$ cat config.mk
export PLATFORM = sky130hd
export DESIGN_NAME = ilir_cell
export DESIGN_NICKNAME = d
export VERILOG_FILES = /design/src/rtl/ilir_pkg.sv /design/src/rtl/ilir_cell.sv
export SDC_FILE = /design/constraint.sdc
export NUM_CORES = 1
export LEC_CHECK = 0
export ABC_CLOCK_PERIOD_IN_PS = 2300
export BUFFER_PORTS_ARGS = -buffer_cell sky130_fd_sc_hd__buf_2
export CAP_MARGIN = 30
export CORE_ASPECT_RATIO = 0.8
export CORE_MARGIN = 2
export CORE_UTILIZATION = 33
export CTS_BUF_LIST = sky130_fd_sc_hd__clkbuf_4
export DETAILED_ROUTE_END_ITERATION = 8
export GPL_TIMING_DRIVEN = 1
export PLACE_DENSITY = 0.73
export RECOVER_POWER = 100
export SYNTH_ARGS = -nofsm -noshare
export SYNTH_HDL_FRONTEND = slang
export SYNTH_SLANG_ARGS = --single-unit
$ cat constraint.sdc
create_clock -name clk -period 2.3 [get_ports clk]
set_input_delay 0.345 -clock clk [delete_from_list [all_inputs] [get_ports clk]]
set_output_delay 0.345 -clock clk [all_outputs]
set_load 0.05 [all_outputs]
$ cat src/rtl/ilir_pkg.sv
`default_nettype none
package ilir_pkg;

	// Fixed field widths of the request and response transactions
	localparam int KindW   = 3;
	localparam int IndexW  = 7;
	localparam int ValueW  = 32;
	localparam int CountW  = 7;
	localparam int StatusW = 2;

	// Defaults for the top-level parameters
	localparam int CapacityDef  = 64;
	localparam int DataWidthDef = 32;

	// Request kinds
	localparam logic [KindW-1:0] KIND_APPEND = 3'd0;
	localparam logic [KindW-1:0] KIND_INSERT = 3'd1;
	localparam logic [KindW-1:0] KIND_GET    = 3'd2;
	localparam logic [KindW-1:0] KIND_FIND   = 3'd3;
	localparam logic [KindW-1:0] KIND_REMOVE = 3'd4;

	// Response status codes
	localparam logic [StatusW-1:0] ST_OK    = 2'd0;
	localparam logic [StatusW-1:0] ST_RANGE = 2'd1;
	localparam logic [StatusW-1:0] ST_FULL  = 2'd2;

	// Broadcast shift command for the row of cells
	typedef struct packed {
		logic ins;
		logic rem;
	} cell_ctl_t;

endpackage
`default_nettype wire

$ cat src/rtl/ilir_cell.sv
`default_nettype none
module ilir_cell #(
	parameter int DATA_WIDTH = ilir_pkg::DataWidthDef,
	parameter int POS_W      = 7,
	parameter int IDX        = 0
) (
	input  wire                    clk,
	input  wire                    capture,
	input  wire ilir_pkg::cell_ctl_t ctl,
	input  wire  [POS_W-1:0]       pos,
	input  wire  [POS_W-1:0]       count,
	input  wire  [DATA_WIDTH-1:0]  value,
	input  wire  [DATA_WIDTH-1:0]  left_data,
	input  wire  [DATA_WIDTH-1:0]  right_data,
	output logic [DATA_WIDTH-1:0]  data_q,
	output logic [DATA_WIDTH-1:0]  sel_s1,
	output logic                   hit_s1
);

	localparam logic [POS_W-1:0] MyIdx = POS_W'(IDX);

	logic above_pos;
	logic at_pos;

	assign above_pos = MyIdx > pos;
	assign at_pos    = MyIdx == pos;

	// Shift up on insert, shift down on remove
	always_ff @(posedge clk) begin
		if (capture && ctl.ins) begin
			if (above_pos) begin
				data_q <= left_data;
			end else if (at_pos) begin
				data_q <= value;
			end
		end else if (capture && ctl.rem) begin
			if (above_pos || at_pos) begin
				data_q <= right_data;
			end
		end
	end

	// Snapshot lookup results before the entry changes
	always_ff @(posedge clk) begin
		if (capture) begin
			sel_s1 <= at_pos ? data_q : '0;
			hit_s1 <= (data_q == value) && (MyIdx < count);
		end
	end

endmodule
`default_nettype wire

# ---- Yosys cells after proc, flatten, opt, wreduce, memory -nomap -nowiden
# Index checks and enable logic that the tools add are counted.
dict set report word_totals {
  reg_bits 65
  wordCells 20
  out_inout_bits 65
  input_bits 114
}
dict set report op_classes {
  eq_ne 2
  magnitude_cmp 2
  n_reduce_logical 8
  n_mux 5
}
# op count
set ops {}
lappend ops {{$mux 32} 5}
lappend ops {{$eq 32x32->1} 1}
lappend ops {{$gt 1x7->1 const A} 1}
lappend ops {{$logic_not 7->1} 1}
lappend ops {{$lt 1x7->1 const A} 1}
lappend ops {{$reduce_bool 2->1} 2}
lappend ops {{$logic_and 1x1->1} 3}
lappend ops {{$ne 3x3->1 const B} 1}
lappend ops {{$reduce_and 3->1} 1}
lappend ops {{$logic_or 1x1->1} 1}

# ---- Depth between registers and ports, before layout
dict set report depth {
  word_depth 5
  mapped_depth 4
  mapped_depth_nobuf 4
}

# ---- Worst setup path before layout
# No wires, ideal clock.
dict set report synth_path {
  path_kind {input -> register}
  from {in pos[2]}
  to {reg data_q[0] (enable)}
  path_buffers 1
  path_slack_ns -0.133
  required_ns 1.913
  t_arrival_ns 2.046
  path_stages 4
  setup_ns 0.387
  cell_sequence {or4_4 nor4_4 clkbuf_2 o211a_1}
}
dict set report synth_between {
  elab_chain_len 4
  word_cells_on_any_way 6
  classes_between {order compare: 1; eq/ne: 1; reduce/logical: 4}
}
# item line_no
set synth_rtl {}
lappend synth_rtl {{start: declaration} ilir_cell.sv:10} ;# input wire [POS_W-1:0] pos,
lappend synth_rtl {{$gt 1x7->1 / $logic_not 7->1 (equally long branches)} {ilir_cell.sv:25, ilir_cell.sv:26}}
lappend synth_rtl {{$logic_or 1x1->1} ilir_cell.sv:37} ;# if (above_pos || at_pos) begin
lappend synth_rtl {{$reduce_bool 2->1 (no line)} -}
lappend synth_rtl {{$reduce_and 3->1 (no line) (*)} -}
lappend synth_rtl {{end signal: assignment} ilir_cell.sv:32} ;# data_q <= left_data;
lappend synth_rtl {{end signal: assignment} ilir_cell.sv:34} ;# data_q <= value;
lappend synth_rtl {{end signal: assignment} ilir_cell.sv:38} ;# data_q <= right_data;
lappend synth_rtl {{end: declaration} ilir_cell.sv:15} ;# output logic [DATA_WIDTH-1:0] data_q,
# Every way passes the cells marked *; elsewhere a longest branch is shown, timed or not.
# A chain may end at the register's enable or synchronous reset.

# ---- Final worst setup path
dict set report layout_path {
  from {in pos[2]}
  to {reg data_q[16] (enable)}
}
# Same word-level chain as after synthesis.

==> impl_results.md <==
* Syn Std Cell Area at 0.002962 mm^2
* Post-CTS Setup Inserts at 0
* Worst Skew at 16.13 ps
* DRT antenna net count at 0
* Hold crit path type: primary input to flip-flop
* Reg-to-reg endpoint: hit_s1$_DFFE_PP_
* Row cnt at 30
* Max_slew headroom at 0.3928
* Fmax at 0.4739 GHz
* RSZ-0062 raised after global routing: false
* Syn Area/Cell at 16.10 um^2
* Number of synthesized flops with an enable pin at 65
* Final Core Density at 0.4507
* Max clock buf depth at 2
* Yosys warns at 0
* Dpl cell area at 0.003879 mm^2
* DR vias at 2090
* Final Setup Violations at 0
* Area contributors post-synth: edfxtp_1 (66%), mux2_2 (12%), xor2_1 (8.3%)
* Max Cap Viol at 0
* Period utilization at 0.9175
* Drt pass-1 iters at 4
* Fin area at 0.003874 mm^2
* GP Congestion at 0.7318
* Root Buffer: clkbuf_4
* I/O pin total at 179
* Top-count cell post-synth: edfxtp_1
* Setup TNS at 0 ps
* CP Data Arrival Time at 2170 ps
* Pin count of the biggest net entering global routing at 33
* Reg2reg setup slack at 360 ps
* CP max stage delay at 530 ps
* Worst-case reg-to-reg path depth at 4
* Startpoint Class: primary input
* IO Port Bufs at 146
* Worst Path Required at 2360 ps
* Critical path type: primary input to flip-flop
* Post-Route WL at 6.953 mm
* Top cell type's share of synthesized area at 0.6591
* Slowest cell on the critical path: or4_1
* Min Tclk post-route at 2110 ps
* Endpoints failing hold at 0
* CTS buffer count at 9
* Wire per inst at 15.12 um
* Die Y at 88.73 um
* N_diodes at 0
* Cell Chain, Critical Path: buf_2 > or4_1 > nor4_1 > o211a_2 > clkbuf_4
* Initial antenna violation count at 0
* Post-synthesis cell count at 184
* Area Overhead vs Synth at 30.80%
* Clk sinks at 65
* Hold wc startpoint: right_data[2]
* Sequential area share after synthesis at 0.6591
* Hold Crit Depth at 2
* Worst r2r src: data_q[26]$_DFFE_PP_
* Dominant cell type by area after synthesis: edfxtp_1
* Ys flop type: edfxtp_1
* CP Max Fanout at 28
* WHS Endpoint: data_q[2]$_DFFE_PP_
* CTS tree: yes
* Most frequent cells after synthesis: edfxtp_1 (65), mux2_2 (32), xor2_1 (28), and2_1 (20), and2_2 (12)
* Slew Limit Fails at 0
* Via density per instance at 4.543
* Crit. End Element: flip-flop
* Fin Hold WS at 232.5 ps
* Clk pin slew, worst setup/hold paths at 120 ps
* Layout cells sized above 1 at 0.4080
* Die area at 0.009753 mm^2
* Worst-skew pair later-pin latency at 400 ps
* PwrDens at 603.8 mW/mm^2
* First-pass GRT wire length at 10.11 mm
* GRT Util Overall at 0.1434
* Status: complete, no violations
* Initial Utilization at 0.3445
* Leakage at 1.488 nW
* Distinct cells, synth at 17
* H-tree levels at 3
* Synth async-reset ratio at 0
* Vias in the first global route at 2095
* Post-CTS Hold Fix Bufs at 0
* Slew @ Worst Pin at 910.9 ps
* Detail Placement HPWL at 5.338 mm
* Net count, final at 457
* Net Count, Synth at 298
* VDD IR max at 0.2797 mV
* DRC at 0
* Remaining Overflow, GRT at 0
* 1st-iter DRT viols at 32
* #FFs+latches synth at 65
* Core area at 0.008596 mm^2
* Die width at 109.9 um
* # resized after CTS at 0
* Post-layout power at 2.339 mW
## flip-flops by register name (all words and copies together) (netlist names)
signal / flops
sel_s1: 32
data_q: 32
hit_s1: 1
## how the worst max path moves through the flow
stage,startpoint,to,depth (start not counted)
final,pos[2],data_q[16]$_DFFE_PP_,5
after global routing,pos[2],data_q[25]$_DFFE_PP_,5
after CTS,data_q[26]$_DFFE_PP_,hit_s1$_DFFE_PP_,4
after detailed placement,value[26],hit_s1$_DFFE_PP_,5
after global placement,pos[2],data_q[2]$_DFFE_PP_,5
after floorplan,pos[2],data_q[0]$_DFFE_PP_,4
## final cells by class
| cell class | instances | area (um^2) |
|---|---|---|
| well taps | 112 | 140.1 |
| clock buffers | 10 | 75.07 |
| repair buffers | 154 | 683.2 |
| clock inverters | 6 | 58.81 |
| flip-flops and latches | 65 | 1952 |
| fillers | 842 | 4722 |
| multi-input cells | 113 | 964.7 |
## cells in the final DEF (no fill, tap or decap)
cell type   count
a2111oi_0       1
and2_0         10
and2_1         10
and2_2         12
buf_2          80
bufinv_16       1
clkbuf_1       72
clkbuf_2        1
clkbuf_4       11
clkinv_1        1
clkinv_2        2
clkinvlp_4      2
edfxtp_1       65
mux2_2         32
nand2_1         1
nand3_1         1
nand4_1         2
nor3_1          1
nor4_1          9
o211a_2         1
or4_1           1
xnor2_1         4
xor2_1         28
## metal layers
metal / vias to the layer above / global-route usage / share of wire
met5: - / 0 / 0
met4: 0 / 0.05984 / 0.018
met3: 12 / 0.04639 / 0.080
met2: 91 / 0.2359 / 0.47
met1: 987 / 0.1743 / 0.43
li1: 1000 / - / -
## worst max-delay path: cells and delay by family
family                 cells  cell delay (ps)
AO/OA/AOI/OAI              1              310
buffers and inverters      2              490
AND/OR/NAND/NOR            2             1010
## through the flow
stage               worst slack (ps)  instances
CTS                            234.3        460
detailed placement             234.7        444
global placement               269.2        444
finish                         189.8        460
global route                   65.87        460
floorplan                      47.00        184
## power by group
| part | internal (mW) | switching (mW) | total [mW] |
|---|---|---|---|
| combinational | 0.112 | 0.149 | 0.262 |
| sequential | 1.32 | 0.00603 | 1.33 |
| clock | 0.336 | 0.413 | 0.749 |
## cells by family (layout without fill, tap and decap cells)
group / count (synthesis) / after routing / synth area share
buf+inv: 6 / 170 / 0.008870
flops: 65 / 65 / 0.6591
mux: 32 / 32 / 0.1217
xor+xnor: 32 / 32 / 0.09463
simple gates: 47 / 47 / 0.1094
compound gates: 2 / 2 / 0.006338
(Power assumes the default switching activity.)
